`config.mk`:
```
export PLATFORM = sky130hd
export DESIGN_NAME = buffer_cache_getblk_engine
export DESIGN_NICKNAME = d
export VERILOG_FILES = /design/src/rtl/bcge_pkg.sv /design/src/rtl/buffer_cache_getblk_engine.sv
export SDC_FILE = /design/constraint.sdc
export NUM_CORES = 1
export LEC_CHECK = 0
export BUFFER_PORTS_ARGS = -buffer_cell sky130_fd_sc_hd__buf_2
export CAP_MARGIN = 0
export CORE_ASPECT_RATIO = 0.5
export CORE_MARGIN = 10
export CORE_UTILIZATION = 55
export CTS_CLUSTER_SIZE = 30
export DETAILED_ROUTE_END_ITERATION = 10
export GPL_TIMING_DRIVEN = 0
export PLACE_DENSITY = 0.7
export SETUP_SLACK_MARGIN = 0.3
export SLEW_MARGIN = 30
export SYNTH_ARGS = -nofsm -noshare
export SYNTH_HDL_FRONTEND = slang
export SYNTH_SLANG_ARGS = --single-unit
```
`constraint.sdc`:
```
create_clock -name i_clk -period 6.7 [get_ports i_clk]
set_input_delay 0.335 -clock i_clk [delete_from_list [all_inputs] [get_ports i_clk]]
set_output_delay 0.335 -clock i_clk [all_outputs]
set_load 0.01 [all_outputs]
```
`src/rtl/bcge_pkg.sv`:
```
package bcge_pkg;

    localparam int NUM_SLOTS_DEF  = 8;
    localparam int WAIT_DEPTH_DEF = 4;
    localparam int BLK_W = 31;
    localparam int PID_W = 16;
    localparam int ST_W  = 3;
    localparam int IDX_W = 3;

    typedef enum logic [2:0] {
        ST_HIT      = 3'd0,
        ST_MISS     = 3'd1,
        ST_QUEUED   = 3'd2,
        ST_NO_FREE  = 3'd3,
        ST_RELEASED = 3'd4,
        ST_NOT_BUSY = 3'd5,
        ST_WOKEN    = 3'd6,
        ST_WAIT_FULL = 3'd7
    } t_status;

    typedef enum logic [2:0] {
        S_IDLE,
        S_SCAN,
        S_DECIDE,
        S_FSCAN,
        S_SHIFT,
        S_WAKE,
        S_DONE
    } t_state;

endpackage

```
`src/rtl/buffer_cache_getblk_engine.sv`:
```
// Buffer-cache tag and lock engine. Pulse start with an action (0 request,
// 1 release), block number and pid while busy is low. Results come out at
// most one word per cycle on o_valid, and o_last marks the final word of an
// item; the receiver cannot stall, so every word must be taken when shown.
// A single comparator walks the slots one per cycle for the tag search, and
// a decision follows. A free hit then finds and closes up its free-list
// entry, a miss closes up the free-list head, and a release of a locked
// block wakes each waiter with one word and then returns the slot to the
// free list.
module buffer_cache_getblk_engine #(
    parameter int NUM_SLOTS  = bcge_pkg::NUM_SLOTS_DEF,
    parameter int WAIT_DEPTH = bcge_pkg::WAIT_DEPTH_DEF
) (
    input  logic                      i_clk,
    input  logic                      i_rst_n,
    input  logic                      start,
    output logic                      busy,
    input  logic                      i_action,
    input  logic [bcge_pkg::BLK_W-1:0] i_block_number,
    input  logic [bcge_pkg::PID_W-1:0] i_process_id,
    output logic                      o_valid,
    output logic [bcge_pkg::ST_W-1:0]  o_status,
    output logic [bcge_pkg::IDX_W-1:0] o_buffer_index,
    output logic [bcge_pkg::PID_W-1:0] o_woken_pid,
    output logic                      o_last
);
    import bcge_pkg::*;

    localparam int SW = (NUM_SLOTS > 1) ? $clog2(NUM_SLOTS) : 1;
    localparam int CW = $clog2(NUM_SLOTS + 1);
    localparam int NW = $clog2(WAIT_DEPTH + 1);
    localparam int MW = $clog2(NUM_SLOTS * WAIT_DEPTH);

    logic [BLK_W-1:0]  r_tag [NUM_SLOTS];
    logic [NUM_SLOTS-1:0] r_used, r_lock;
    logic [SW-1:0]     r_free [NUM_SLOTS];
    logic [CW-1:0]     r_fcnt;
    logic [NW-1:0]     r_wcnt [NUM_SLOTS];
    logic [PID_W-1:0]  r_wmem [NUM_SLOTS*WAIT_DEPTH];

    t_state r_state, n_state;
    logic             r_act;
    logic [BLK_W-1:0] r_blk;
    logic [PID_W-1:0] r_pid;
    logic [CW-1:0]    r_i;
    logic             r_hit;
    logic [SW-1:0]    r_slot;
    logic [NW-1:0]    r_n;

    logic             r_ov, r_olast;
    t_status          r_ost;
    logic [IDX_W-1:0] r_oidx;
    logic [PID_W-1:0] r_opid;

    logic [SW-1:0] w_i;
    logic [MW-1:0] w_wr_addr, w_rd_addr;
    logic [NW-1:0] w_n1;
    assign w_i = r_i[SW-1:0];
    assign w_n1 = r_n - NW'(1);
    assign w_wr_addr = MW'(r_slot) * MW'(WAIT_DEPTH) + MW'(r_wcnt[r_slot]);
    assign w_rd_addr = MW'(r_slot) * MW'(WAIT_DEPTH) + MW'(w_n1);

    assign busy = (r_state != S_IDLE);
    assign o_valid = r_ov;
    assign o_status = r_ost;
    assign o_buffer_index = r_oidx;
    assign o_woken_pid = r_opid;
    assign o_last = r_olast;

    // Next state.
    always_comb begin
        n_state = r_state;
        unique case (r_state)
            S_IDLE:   if (start) n_state = S_SCAN;
            S_SCAN:   if (r_hit || r_i == CW'(NUM_SLOTS - 1)) n_state = S_DECIDE;
            S_DECIDE: begin
                n_state = S_DONE;
                if (!r_act && r_hit && !r_lock[r_slot]) n_state = S_FSCAN;
                if (r_act && r_hit && r_lock[r_slot]) n_state = S_WAKE;
                if (!r_act && !r_hit && r_fcnt != '0) n_state = S_SHIFT;
            end
            S_FSCAN:  if (r_i >= r_fcnt || r_free[w_i] == r_slot) n_state = S_SHIFT;
            S_SHIFT:  if (r_i + CW'(1) >= r_fcnt) n_state = S_DONE;
            S_WAKE:   if (r_n == '0) n_state = S_DONE;
            S_DONE:   n_state = S_IDLE;
            default:  n_state = S_IDLE;
        endcase
    end

    always_ff @(posedge i_clk) begin
        if (!i_rst_n) begin
            r_state <= S_IDLE;
            r_used <= '0;
            r_lock <= '0;
            r_fcnt <= CW'(NUM_SLOTS);
            r_ov <= 1'b0;
            r_olast <= 1'b0;
            r_opid <= '0;
            for (int k = 0; k < NUM_SLOTS; k++) begin
                r_free[k] <= SW'(k);
                r_wcnt[k] <= '0;
            end
        end else begin
            r_state <= n_state;
            r_ov <= 1'b0;
            r_olast <= 1'b0;
            r_opid <= '0;
            unique case (r_state)
                S_IDLE: begin
                    r_act <= i_action;
                    r_blk <= i_block_number;
                    r_pid <= i_process_id;
                    r_i <= '0;
                    r_hit <= 1'b0;
                end
                S_SCAN: begin
                    if (r_used[w_i] && r_tag[w_i] == r_blk) begin
                        r_hit <= 1'b1;
                        r_slot <= w_i;
                    end else begin
                        r_i <= r_i + CW'(1);
                    end
                end
                S_DECIDE: begin
                    r_i <= '0;
                    r_oidx <= r_hit ? IDX_W'(r_slot)
                            : (!r_act && r_fcnt != '0) ? IDX_W'(r_free[0]) : '0;
                    if (!r_act) begin
                        if (r_hit && r_lock[r_slot]) begin
                            r_ov <= 1'b1;
                            r_olast <= 1'b1;
                            if (r_wcnt[r_slot] < NW'(WAIT_DEPTH)) begin
                                r_wmem[w_wr_addr] <= r_pid;
                                r_wcnt[r_slot] <= r_wcnt[r_slot] + NW'(1);
                                r_ost <= ST_QUEUED;
                            end else begin
                                r_ost <= ST_WAIT_FULL;
                            end
                        end else if (r_hit) begin
                            r_lock[r_slot] <= 1'b1;
                            r_ost <= ST_HIT;
                        end else if (r_fcnt == '0) begin
                            r_ov <= 1'b1;
                            r_olast <= 1'b1;
                            r_ost <= ST_NO_FREE;
                        end else begin
                            r_slot <= r_free[0];
                            r_tag[r_free[0]] <= r_blk;
                            r_used[r_free[0]] <= 1'b1;
                            r_lock[r_free[0]] <= 1'b1;
                            r_ost <= ST_MISS;
                        end
                    end else begin
                        if (r_hit && r_lock[r_slot]) begin
                            r_lock[r_slot] <= 1'b0;
                            r_n <= r_wcnt[r_slot];
                            r_wcnt[r_slot] <= '0;
                        end else begin
                            r_ov <= 1'b1;
                            r_olast <= 1'b1;
                            r_ost <= ST_NOT_BUSY;
                        end
                    end
                end
                S_FSCAN: begin
                    if (!(r_i >= r_fcnt || r_free[w_i] == r_slot)) r_i <= r_i + CW'(1);
                end
                S_SHIFT: begin
                    // Close the gap one entry per cycle.
                    if (r_i < r_fcnt) begin
                        if (r_i + CW'(1) < r_fcnt)
                            r_free[w_i] <= r_free[SW'(r_i + CW'(1))];
                        else
                            r_fcnt <= r_fcnt - CW'(1);
                    end
                    r_i <= r_i + CW'(1);
                end
                S_WAKE: begin
                    if (r_n != '0) begin
                        r_ov <= 1'b1;
                        r_ost <= ST_WOKEN;
                        r_opid <= r_wmem[w_rd_addr];
                        r_n <= w_n1;
                    end else begin
                        r_ost <= ST_RELEASED;
                        if (r_fcnt < CW'(NUM_SLOTS)) begin
                            r_free[SW'(r_fcnt)] <= r_slot;
                            r_fcnt <= r_fcnt + CW'(1);
                        end
                    end
                end
                S_DONE: begin
                    if (!(r_ost == ST_QUEUED || r_ost == ST_WAIT_FULL
                          || r_ost == ST_NO_FREE || r_ost == ST_NOT_BUSY)) begin
                        r_ov <= 1'b1;
                        r_olast <= 1'b1;
                    end
                end
                default: ;
            endcase
        end
    end

`ifndef NO_ASSERTIONS
    a_last_valid: assert property (@(posedge i_clk) disable iff (!i_rst_n)
        o_last |-> o_valid) else $error("last without valid");
    a_idle_quiet: assert property (@(posedge i_clk) disable iff (!i_rst_n)
        (r_state == S_IDLE && $past(r_state) == S_IDLE) |-> !o_valid)
        else $error("output while idle");
    a_fcnt_range: assert property (@(posedge i_clk) disable iff (!i_rst_n)
        r_fcnt <= CW'(NUM_SLOTS)) else $error("free count overflow");
    a_woken_pid: assert property (@(posedge i_clk) disable iff (!i_rst_n)
        (o_valid && o_status != ST_WOKEN) |-> o_woken_pid == '0)
        else $error("stray pid");
`endif

endmodule
```
# After elaboration in Yosys (flattened, before gate mapping)
# Memories as Yosys holds them, arrays and structs flattened. A register that Yosys moved wholly into a read port is not among the register bits.
# Index checks and enable logic that the tools add are counted.
# totals
out_inout_bits	25
reg_bits	90
elab_cells	233
memories	4
mem_bits_rw	808
# mem_list
name	depth	width	read_ports	rd_ports_with_merged_regs	wr	line	text
r_wmem	32	16	1	1	1	buffer_cache_getblk_engine.sv:39	logic [PID_W-1:0] r_wmem [NUM_SLOTS*WAIT_DEPTH];
r_tag	8	31	1	1	1	buffer_cache_getblk_engine.sv:34	logic [BLK_W-1:0] r_tag [NUM_SLOTS];
r_free	8	3	3	1	8	buffer_cache_getblk_engine.sv:36	logic [SW-1:0] r_free [NUM_SLOTS];
r_wcnt	8	3	1	1	8	buffer_cache_getblk_engine.sv:38	logic [NW-1:0] r_wcnt [NUM_SLOTS];
# classes
order_cmp	11
reduce_logical	47
addsub	7
bitwise	10
mux	103
eq_ne	36
# ops
cell	n
3-bit two-way mux	32
1-bit two-way mux	44
8-bit two-way mux	5
2-bit inequality test (second input constant)	20
31-bit == test	1
4-bit two-way mux	6
8-bit OR	3
5-bit AND reduction	4
3-bit one-hot mux with 2 select lines	3
3-bit one-hot mux with 6 select lines	1
4-bit one-hot mux with 4 select lines	1
3-bit == test (second input constant)	5
3-bit by 2-bit == test with 1-bit output (second input constant)	4
3-bit by 4-bit < comparator with 1-bit output (second input constant)	3
1-bit logical AND	11
5-bit by 3-bit adder with 5-bit output	2
3-bit AND reduction	3
3-bit OR reduction	3
4-bit by 1-bit adder with 4-bit output (second input constant)	2
8-bit AND	1
4-bit greater-or-equal comparator	2
4-bit < comparator	2
8-bit NOT	1
4-bit one-hot mux with 2 select lines	1
29 further kinds	54

# Longest topological paths before layout
# Gate-level depths: netlist (run 1).
# depth
word_depth	11
ltp_mapped	14
depth_no_buf	11

# Least setup slack after synthesis (run 1)
# No wires, ideal clock.
# synth_path
path_type	flip-flop to flip-flop
startpoint	register r_state[0]
endpoint	register r_act (enable)
path_stages_with_launch	4
setup_time_ns	0.573
setup_slack_ns	0.810
period_less_slack_ns	5.890
n_path_buf	2
t_arrival_ns	5.317
path_cell_list	dfxtp_1 clkbuf_1 clkbuf_1 nor4_1
# synth_via
elab_chain_cells	2
# synth_rtl
element	line	text
start: declaration	buffer_cache_getblk_engine.sv:41	t_state r_state, n_state;
start signal: assignment	buffer_cache_getblk_engine.sv:104	r_state <= n_state;
3-bit zero test	buffer_cache_getblk_engine.sv:108	unique case (r_state)
2-bit AND reduction (no line)	n/a	
end signal: assignment	buffer_cache_getblk_engine.sv:110	r_act <= i_action;
end: declaration	buffer_cache_getblk_engine.sv:42	logic r_act;
# No other way between the ends.
# A chain may end at the register's enable or synchronous reset.

# Final worst setup path (run 1)
# layout_path
startpoint	register r_n[0]
endpoint	register r_opid[1] (netlist: o_woken_pid[1])
# layout_via
elab_chain_cells	3
elab_cells_between_ends	5
classes_between	2 x add/sub; 3 x reduce/logical
# layout_rtl
element	line	text
start: declaration	buffer_cache_getblk_engine.sv:48	logic [NW-1:0] r_n;
start signal: assignment	buffer_cache_getblk_engine.sv:156	r_n <= r_wcnt[r_slot];
start signal: assignment	buffer_cache_getblk_engine.sv:183	r_n <= w_n1;
parallel branches: the longest is 3 deep, another holds 5-bit by 3-bit adder with 5-bit output	n/a	
end signal: assignment	buffer_cache_getblk_engine.sv:182	r_opid <= r_wmem[w_rd_addr];
end: declaration	buffer_cache_getblk_engine.sv:53	logic [PID_W-1:0] r_opid;
# Parallel ways; which one is timed is not known.

==> flow_metrics.tcl, run 1 <==
set metrics [dict create \
    status "complete, no violations" \
    gp_congestion 0.8273 \
    synth_nets 1894 \
    chipWidth_um 383.7 \
    syn_inst 1820 \
    cap_violations 0 \
    leakagePower_nw 13.54 \
    cts_tree "yes" \
    finalClockSkew_ns 0.02262 \
    synth_top_area_share 0.7205 \
    met2WireLength_mm 38.62 \
    htreeDepth 3 \
    cp_data_required_time_ns 7.16 \
    power.density_mw_per_mm2 331.1 \
    antenna_cells 0 \
    clockBufferDepth 3 \
    peakVddDrop_v 0.0002028 \
    die_area_mm2 0.07746 \
    yosys_warnings 0 \
    cp-start-kind "register" \
    synth.area.top_cells "edfxtp_1 (72%), mux4_2 (14%), dfxtp_1 (2.6%), mux2i_1 (1.6%), nor2_1 (1.2%)" \
    grt_start_max_net_pins 33 \
    clockRootBuffer "clkbuf_16" \
    cts_resized 0 \
    max_freq_ghz 0.2153 \
    synthFlopType "edfxtp_1" \
    rsz0062_at_grt "no" \
    max_slew_margin 0.3430 \
    end_kind "register" \
    grt_overflow 0 \
    final_nets 2155 \
    finalSetupViolCount 0 \
    avgSynthCellArea_um2 19.99 \
    grt_pass1_vias 18798 \
    tightest_slew_ns 0.9856 \
    vias 18032 \
    die_h_um 201.9 \
    coreArea_mm2 0.06524 \
    worstPathMaxFanout 10 \
    initial_core_util 0.5577 \
    yosys.area.top_type "edfxtp_1" \
    ys_seq_area_frac 0.7464 \
    first_pass_iters 5 \
    ys_seq_elements 920 \
    clk_pin_slew_worst_paths_ns 0.06 \
    postCtsSetupBuffers 0 \
    drt_iter0_markers 2190 \
    io_pins 76 \
    rows 66 \
    hold_class "in2reg" \
    post-route-period-util 0.6931 \
    synth-edff-count 873 \
    drc_errors 0 \
    antenna_found_initial 0 \
    top_layer_used "met4" \
    dp_slack_ns 2.095 \
    layout_common_cells "edfxtp_1 (873), mux4_2 (233), buf_2 (103)" \
    fin_crit_ns 4.644 \
    wl_per_cell_um 25.76 \
    grt_pass1_wl_mm 119.0 \
    worst_slack_ns 2.056 \
    wl_met3_mm 4.569 \
    syn2layout_area_growth_pct 15.19 \
    hold_violations 0 \
    clock-sinks 920 \
    arrival_ns 5.11 \
    path_class "reg2reg" \
    met1_length_mm 33.19 \
    netlist_area_mm2 0.03638 \
    tns_ns 0 \
    grt_usage 0.2029 \
    numPortBuffers 75 \
    drt.antenna.violating_nets 0 \
    hpwl_mm 50.02 \
    vias_per_cell 5.965 \
    drv_slew 0 \
    drive_above_1_share 0.2646 \
    clock_latency_ns 0.63 \
    async_flop_share 0 \
    cts_made_buffers 78 \
    wl_mm 77.88 \
    synth.distinct_cells 60 \
    layout_commonest_cell "edfxtp_1" \
]
## timing repair
item | in CTS | in global routing
endpoints found under the hold margin | 48 | 0
hold buffers | 48 | 0
setup endpoints to repair | 0 | 0
## synthesized netlist by cell type (12+ instances only)
master and count:
nand3_1 18, xnor2_1 12, dfxtp_1 47, ha_1 22, nand2_1 92, nor2b_1 16, and2_1 13, clkbuf_1 58
a21oi_1 33, o21ai_0 32, xor2_1 31, mux2i_1 58, edfxtp_1 873, mux4_2 233, inv_1 20, buf_1 16
nor2_1 114
## routing by layer
metal / vias to the layer above / global-route usage
met4: 0 / 0.04737
li1: 7895 / -
met5: - / 0
met2: 587 / 0.3327
met3: 114 / 0.03680
met1: 9436 / 0.2840
## where the power goes
part | internal (W) | switching (W)
clock network | 0.00248 | 0.00199
registers | 0.00670 | 0.000220
logic | 0.00108 | 0.00141
## area by class of cell
type / count / area, um2
Inverter: 20 / 75.07
Buffer: 92 / 442.9
Clock buffer: 103 / 2171
Clock inverter: 35 / 309.0
Sequential cell: 920 / 27160
Tap cell: 884 / 1106
Timing Repair Buffer: 181 / 1638
Multi-Input combinational cell: 788 / 9011
Fill cell: 4407 / 23330
## path summary, 6_finish.rpt
kind,from,endpoint,slack (ns),cells past startpoint
max,r_n[0],o_woken_pid[1],2.06,11
max reg2reg,r_n[0],o_woken_pid[1],2.06,11
min reg2reg,r_used[0],r_used[0],0.46,1
min,i_rst_n,o_last,0.24,4
## worst max-delay path: stages, from the launching register on
cell and delay (ns):
edfxtp_1 0.32, clkbuf_1 0.21, clkbuf_1 0.39, buf_2 0.48
inv_1 0.13, ha_1 0.36, clkbuf_1 0.63, clkbuf_1 0.80
mux4_2 0.45, mux4_2 0.48, nand2_1 0.09, a21oi_1 0.12
## cells by family (layout without fill, tap and decap cells)
logic type / Yosys count / count (layout) / synth area share
AND/OR/NAND/NOR: 305 / 305 / 0.03855
adder cells (fa/ha/maj): 23 / 23 / 0.008116
flip-flops: 920 / 920 / 0.7464
buffers and inverters: 112 / 431 / 0.01365
AO/OA/AOI/OAI: 116 / 116 / 0.01964
multiplexers: 301 / 301 / 0.1633
XOR/XNOR: 43 / 43 / 0.01035
## state kept, by name, summed over array words and instances (netlist names), 3 cells and up, named ones only
register and cells:
o_buffer_index 3, o_status 3, o_woken_pid 16, r_blk 31, r_fcnt 4, r_free 24, r_i 4, r_lock 8
r_n 3, r_pid 16, r_slot 3, r_state 3, r_tag 248, r_used 8, r_wcnt 24, r_wmem 512
## per-stage QoR
stage / power, W / cell area, um2 / utilization / cells / hold slack (ns)
after global placement: 0.009433 / 37860 / 0.5804 / 2779 / 0.4280
after floorplan: 0.008692 / 36380 / - / 1820 / 0.4211
after detailed placement: 0.009489 / 38780 / 0.5944 / 2823 / 0.4407
final: 0.01388 / 41910 / 0.6424 / 3023 / 0.2397
after global routing: 0.01441 / 41910 / 0.6424 / 3023 / 0.2649
after CTS: 0.01394 / 41740 / 0.6398 / 3009 / 0.1951
Note: power is estimated with default switching activity, not from simulation.
==> run 2: changes to the inputs <==
==> constraint.sdc (replaced) <==
create_clock -name i_clk -period 4.58 [get_ports i_clk]
set_input_delay 0.229 -clock i_clk [delete_from_list [all_inputs] [get_ports i_clk]]
set_output_delay 0.229 -clock i_clk [all_outputs]
set_load 0.01 [all_outputs]
==> run 2 against run 1 <==
Against the previous run:
- global-route usage increased by 0.078 points
- critical path type unchanged
- maximum frequency increased by 14%
- sequential share of layout area decreased by 0.40 points
- via count increased by 1.5%
- design area increased by 0.62%
- setup slack got worse by 1.5 ns
- clock skew increased by 0.0050 ns
- critical path depth unchanged
==> flow_metrics.tcl, run 2 (synthesis results as in run 1) <==
set metrics [dict create \
    syn2layout_area_growth_pct 15.90 \
    top_register "r_wmem" \
    largest_register_ffs 512 \
    hold_class "in2reg" \
    rsz0062_at_grt "no" \
    drive_above_1_share 0.2737 \
    cap_violations 0 \
    first_pass_iters 5 \
    cp_data_required_time_ns 5.08 \
    crit_chain "clkbuf_1 > clkbuf_2 > buf_4 > inv_1 > ha_1 > clkbuf_1 > clkbuf_2 > mux4_2 > mux4_2 > nand2_1 > a21oi_1" \
    chipWidth_um 383.7 \
    r2r-start "r_n[0]" \
    clockBufferDepth 3 \
    gp_congestion 0.8162 \
    cp.depth 11 \
    tns_ns 0 \
    vias_per_cell 6.031 \
    rr_worst_depth 11 \
    clock_latency_ns 0.65 \
    power.density_mw_per_mm2 481.1 \
    finalClockSkew_ns 0.02758 \
    crit_family "buffers and inverters" \
    cts_tree "yes" \
    power.total_w 0.02029 \
    layout_common_cells "edfxtp_1 (873), mux4_2 (233), buf_2 (93)" \
    post-route-cell-area_mm2 0.04217 \
    hp-start "i_rst_n" \
    max_freq_ghz 0.2456 \
    cts_made_buffers 79 \
    clock-sinks 920 \
    critPathMaxStageDelay_ns 0.47 \
    arrival_ns 4.57 \
    grt_pass1_wl_mm 118.8 \
    die_h_um 201.9 \
    tightest_slew_ns 0.8554 \
    clk_pin_slew_worst_paths_ns 0.06 \
    antenna_found_initial 0 \
    finalSetupViolCount 0 \
    crit_buf_inv 6 \
    crit_start "r_n[0]" \
    htreeDepth 3 \
    grt_pass1_vias 18754 \
    max_slew_margin 0.4298 \
    hold_violations 0 \
    coreArea_mm2 0.06524 \
    die_area_mm2 0.07746 \
    layout_commonest_cell "edfxtp_1" \
    leakagePower_nw 13.68 \
    end_kind "register" \
    wl_mm 78.91 \
    antenna_cells 0 \
    io_pins 76 \
    post-route-period-util 0.8890 \
    crit_slowest_cell "clkbuf_2" \
    drt.antenna.violating_nets 0 \
    placed_cell_area_mm2 0.03881 \
    vias 18309 \
    grt_start_max_net_pins 33 \
    grt_overflow 0 \
    fin_crit_ns 4.072 \
    drc_errors 0 \
    hold_path_depth 4 \
    rows 66 \
    final_util 0.6464 \
    status "complete, no violations" \
    wl_per_cell_um 25.99 \
    drt_iter0_markers 1964 \
    hpwl_mm 50.81 \
    clockRootBuffer "clkbuf_16" \
    final_nets 2163 \
    worstPathMaxFanout 10 \
    grt_usage 0.2037 \
    numPortBuffers 75 \
    drv_slew 0 \
    cp-start-kind "register" \
    n_fill_cell 4386 \
    path_class "reg2reg" \
    initial_core_util 0.5577 \
    peakVddDrop_v 0.0003271 \
]
==> run 2: power by group <==
part	switching, W	internal, W
logic	0.00208	0.00160
registers	0.000326	0.00979
clock network	0.00299	0.00350
==> run 2: per-layer routing <==
metal	GRT usage	vias up	wire length [um]	share of wire
met3	0.03838	136	5479	0.069
li1	-	7923	-	-
met2	0.3276	737	38520	0.49
met5	0	-	0	0
met4	0.06006	0	1995	0.025
met1	0.2847	9513	32910	0.42
==> run 2: through the flow <==
stage               setup slack, ns  cells  hold WS [ns]
CTS                          0.3275   3010       0.06223
global route                 0.3122   3036        0.1408
global placement             -2.663   2779        0.4049
floorplan                    0.3346   1820        0.3279
finish                       0.5082   3036        0.1133
detailed placement          -0.4642   2818        0.4071
==> run 2: area by class of cell <==
| type | count | area, um2 | share of cell area |
|---|---|---|---|
| inverter | 20 | 75.07 | 0.001780 |
| clock buffer | 101 | 2101 | 0.04982 |
| clock inverter | 43 | 352.8 | 0.008367 |
| timing repair buffer | 188 | 1873 | 0.04442 |
| sequential | 920 | 27160 | 0.6440 |
| buffer | 92 | 466.7 | 0.01107 |
| multi-input combinational | 788 | 9037 | 0.2143 |
| tap | 884 | 1106 | 0.02623 |
==> run 2: final timing paths <==
| path | end | slack [ns] |
|---|---|---|
| worst max-delay path | o_woken_pid[5] | 0.51 |
| worst min-delay path | o_last | 0.11 |
| worst min register to register | r_used[0] | 0.45 |
| worst max register to register | o_woken_pid[5] | 0.51 |
==> run 2: worst reg2reg max path, stage by stage, from the launching register on <==
cell	delay (ns)
edfxtp_1	0.39
clkbuf_1	0.23
clkbuf_2	0.29
buf_4	0.34
inv_1	0.12
ha_1	0.45
clkbuf_1	0.41
clkbuf_2	0.48
mux4_2	0.40
mux4_2	0.47
nand2_1	0.22
a21oi_1	0.12
==> run 2: repair_timing <==
action	4_1_cts	5_1_grt
pin swaps	0	7
resized for setup	14	7
hold endpoints to repair	48	0
setup buffers	0	10
hold buffers	48	0
setup endpoints to repair	16	230
==> run 3: changes to the inputs <==
--- a/config.mk
+++ b/config.mk
@@ -8,7 +8,6 @@
 export BUFFER_PORTS_ARGS = -buffer_cell sky130_fd_sc_hd__buf_2
 export CAP_MARGIN = 0
 export CORE_ASPECT_RATIO = 0.5
-export CORE_MARGIN = 10
 export CORE_UTILIZATION = 55
 export CTS_CLUSTER_SIZE = 30
 export DETAILED_ROUTE_END_ITERATION = 10
==> run 3 against run 2 <==
Against the previous run:
- count of clock-buffer cells in the layout rose by 7
- non-clock buffer count fell by 5
- register-to-register slack barely moved
- first-iteration DRC count fell by 10%
- via count fell by 0.32%
- die area fell by 13%
- clock skew fell by 0.0082 ns
- sequential power barely moved
- setup slack got worse by 0.0048 ns
- critical path depth did not move
- flip-flop and latch count did not move
- cell count fell by 0.20%
==> flow_metrics.tcl, run 3 (synthesis results as in run 1) <==
set metrics [dict create \
    status "complete, no violations" \
    r2r-end "o_woken_pid[0]" \
    max_freq_ghz 0.2453 \
    largest_register_ffs 512 \
    grt_usage 0.2380 \
    clockRootBuffer "clkbuf_16" \
    leakagePower_nw 13.60 \
    n_fill_cell 4295 \
    hold_path_depth 4 \
    grt_pass1_wl_mm 117.9 \
    die_h_um 183.9 \
    first_pass_iters 7 \
    end_kind "register" \
    gp_congestion 0.8467 \
    rows 66 \
    syn2layout_area_growth_pct 15.32 \
    top_register "r_wmem" \
    clock_latency_ns 0.64 \
    coreArea_mm2 0.06516 \
    endpoint "o_woken_pid[0]" \
    drv_slew 0 \
    drt_iter0_markers 1759 \
    swShare 0.2642 \
    wl_mm 78.40 \
    power.density_mw_per_mm2 483.3 \
    layout_commonest_cell "edfxtp_1" \
    io_pins 76 \
    grt_overflow 0 \
    hold_slack_ns 0.1265 \
    cp-start-kind "register" \
    clock-sinks 920 \
    drc_errors 0 \
    grt_start_max_net_pins 33 \
    cap_violations 0 \
    htreeDepth 3 \
    die_area_mm2 0.06724 \
    worst_slack_ns 0.5034 \
    vias_per_cell 6.023 \
    antenna_found_initial 0 \
    crit_start "r_n[0]" \
    rr_worst_depth 11 \
    hold_class "in2reg" \
    fin_crit_ns 4.077 \
    clockBufferDepth 3 \
    combPwrFrac 0.180 \
    drive_above_1_share 0.2703 \
    layout_common_cells "edfxtp_1 (873), mux4_2 (233), buf_2 (93)" \
    chipWidth_um 365.7 \
    path_class "reg2reg" \
    clkPwrFrac 0.320 \
    numPortBuffers 75 \
    finalSetupViolCount 0 \
    r2r_slack_ns 0.50 \
    arrival_ns 4.54 \
    cts_tree "yes" \
    r2r-start "r_n[0]" \
    cts_made_buffers 78 \
    wl_per_cell_um 25.88 \
    hpwl_mm 51.03 \
    rsz0062_at_grt "no" \
    grt_pass1_vias 18725 \
    vias 18250 \
    cp_data_required_time_ns 5.04 \
    worstPathMaxFanout 10 \
    drt.antenna.violating_nets 0 \
    hp-start "i_rst_n" \
    switchingPower_w 0.005358 \
    finalClockSkew_ns 0.01938 \
    power_frac_seq 0.500 \
    max_slew_margin 0.3718 \
    hold_violations 0 \
    initial_core_util 0.5584 \
    final_nets 2157 \
    dp_slack_ns -0.08863 \
    post-route-period-util 0.8901 \
    antenna_cells 0 \
    tightest_slew_ns 0.9423 \
    clk_pin_slew_worst_paths_ns 0.07 \
    p_int_w 0.01492 \
    peakVddDrop_v 0.0003183 \
]
==> run 3: worst max-delay path, cell delays in order (launching register included) <==
cell	delay, ns
edfxtp_1	0.33
clkbuf_1	0.21
clkbuf_1	0.42
buf_2	0.48
inv_1	0.13
ha_1	0.37
clkbuf_2	0.40
clkbuf_2	0.46
mux4_2	0.38
mux4_2	0.49
nand2_1	0.11
a21oi_1	0.12
==> run 3: power by group through the flow <==
stage	combinational [W]	sequential, W	clock [W]
detailed placement	0.00344	0.0105	0
CTS	0.00349	0.0103	0.00658
global placement	0.00332	0.0105	0
floorplan	0.00244	0.0103	0
global route	0.00394	0.0102	0.00689
finish	0.00365	0.0101	0.00649
==> run 3: cell type report <==
type,instances,area [um2],area share
Multi-Input combinational cell,788,9011,0.2148
Timing Repair Buffer,183,1702,0.04056
Tap cell,884,1106,0.02636
Buffer,92,460.4,0.01097
Inverter,20,75.07,0.001789
Sequential cell,920,27160,0.6472
Clock buffer,108,2158,0.05144
Clock inverter,35,289.0,0.006889
==> run 3: timing repair <==
item	in CTS	in global routing
pin swaps	0	2
cloned	0	0
gates resized for setup	13	11
buffers inserted	0	2
hold buffers	48	0
hold endpoints to repair	48	0
setup endpoints to repair	16	60
==> run 3: worst min path at each step <==
stage	end	slack, ns
after floorplan	r_act	0.33
after global placement	r_blk[30]	0.41
after detailed placement	r_blk[11]	0.41
after CTS	o_last	0.09
after global routing	o_last	0.12
final	o_last	0.13
==> run 3: routing by layer <==
layer | part of all wire | track usage
met4 | 0.026 | 0.07261
met3 | 0.064 | 0.04218
met5 | 0 | 0
met1 | 0.42 | 0.3303
met2 | 0.49 | 0.3909
==> run 3: metrics by stage <==
stage	area, um2	total power (W)	util	TNS [ns]	cells
2_1_floorplan	36390	0.01271	-	0	1820
3_3_place_gp	37870	0.01378	0.5812	-432.68	2779
3_5_place_dp	38800	0.01390	0.5955	-0.2682	2824
4_1_cts	41750	0.02036	0.6407	0	3015
5_1_grt	41960	0.02101	0.6440	0	3030
6_report	41960	0.02028	0.6440	0	3030
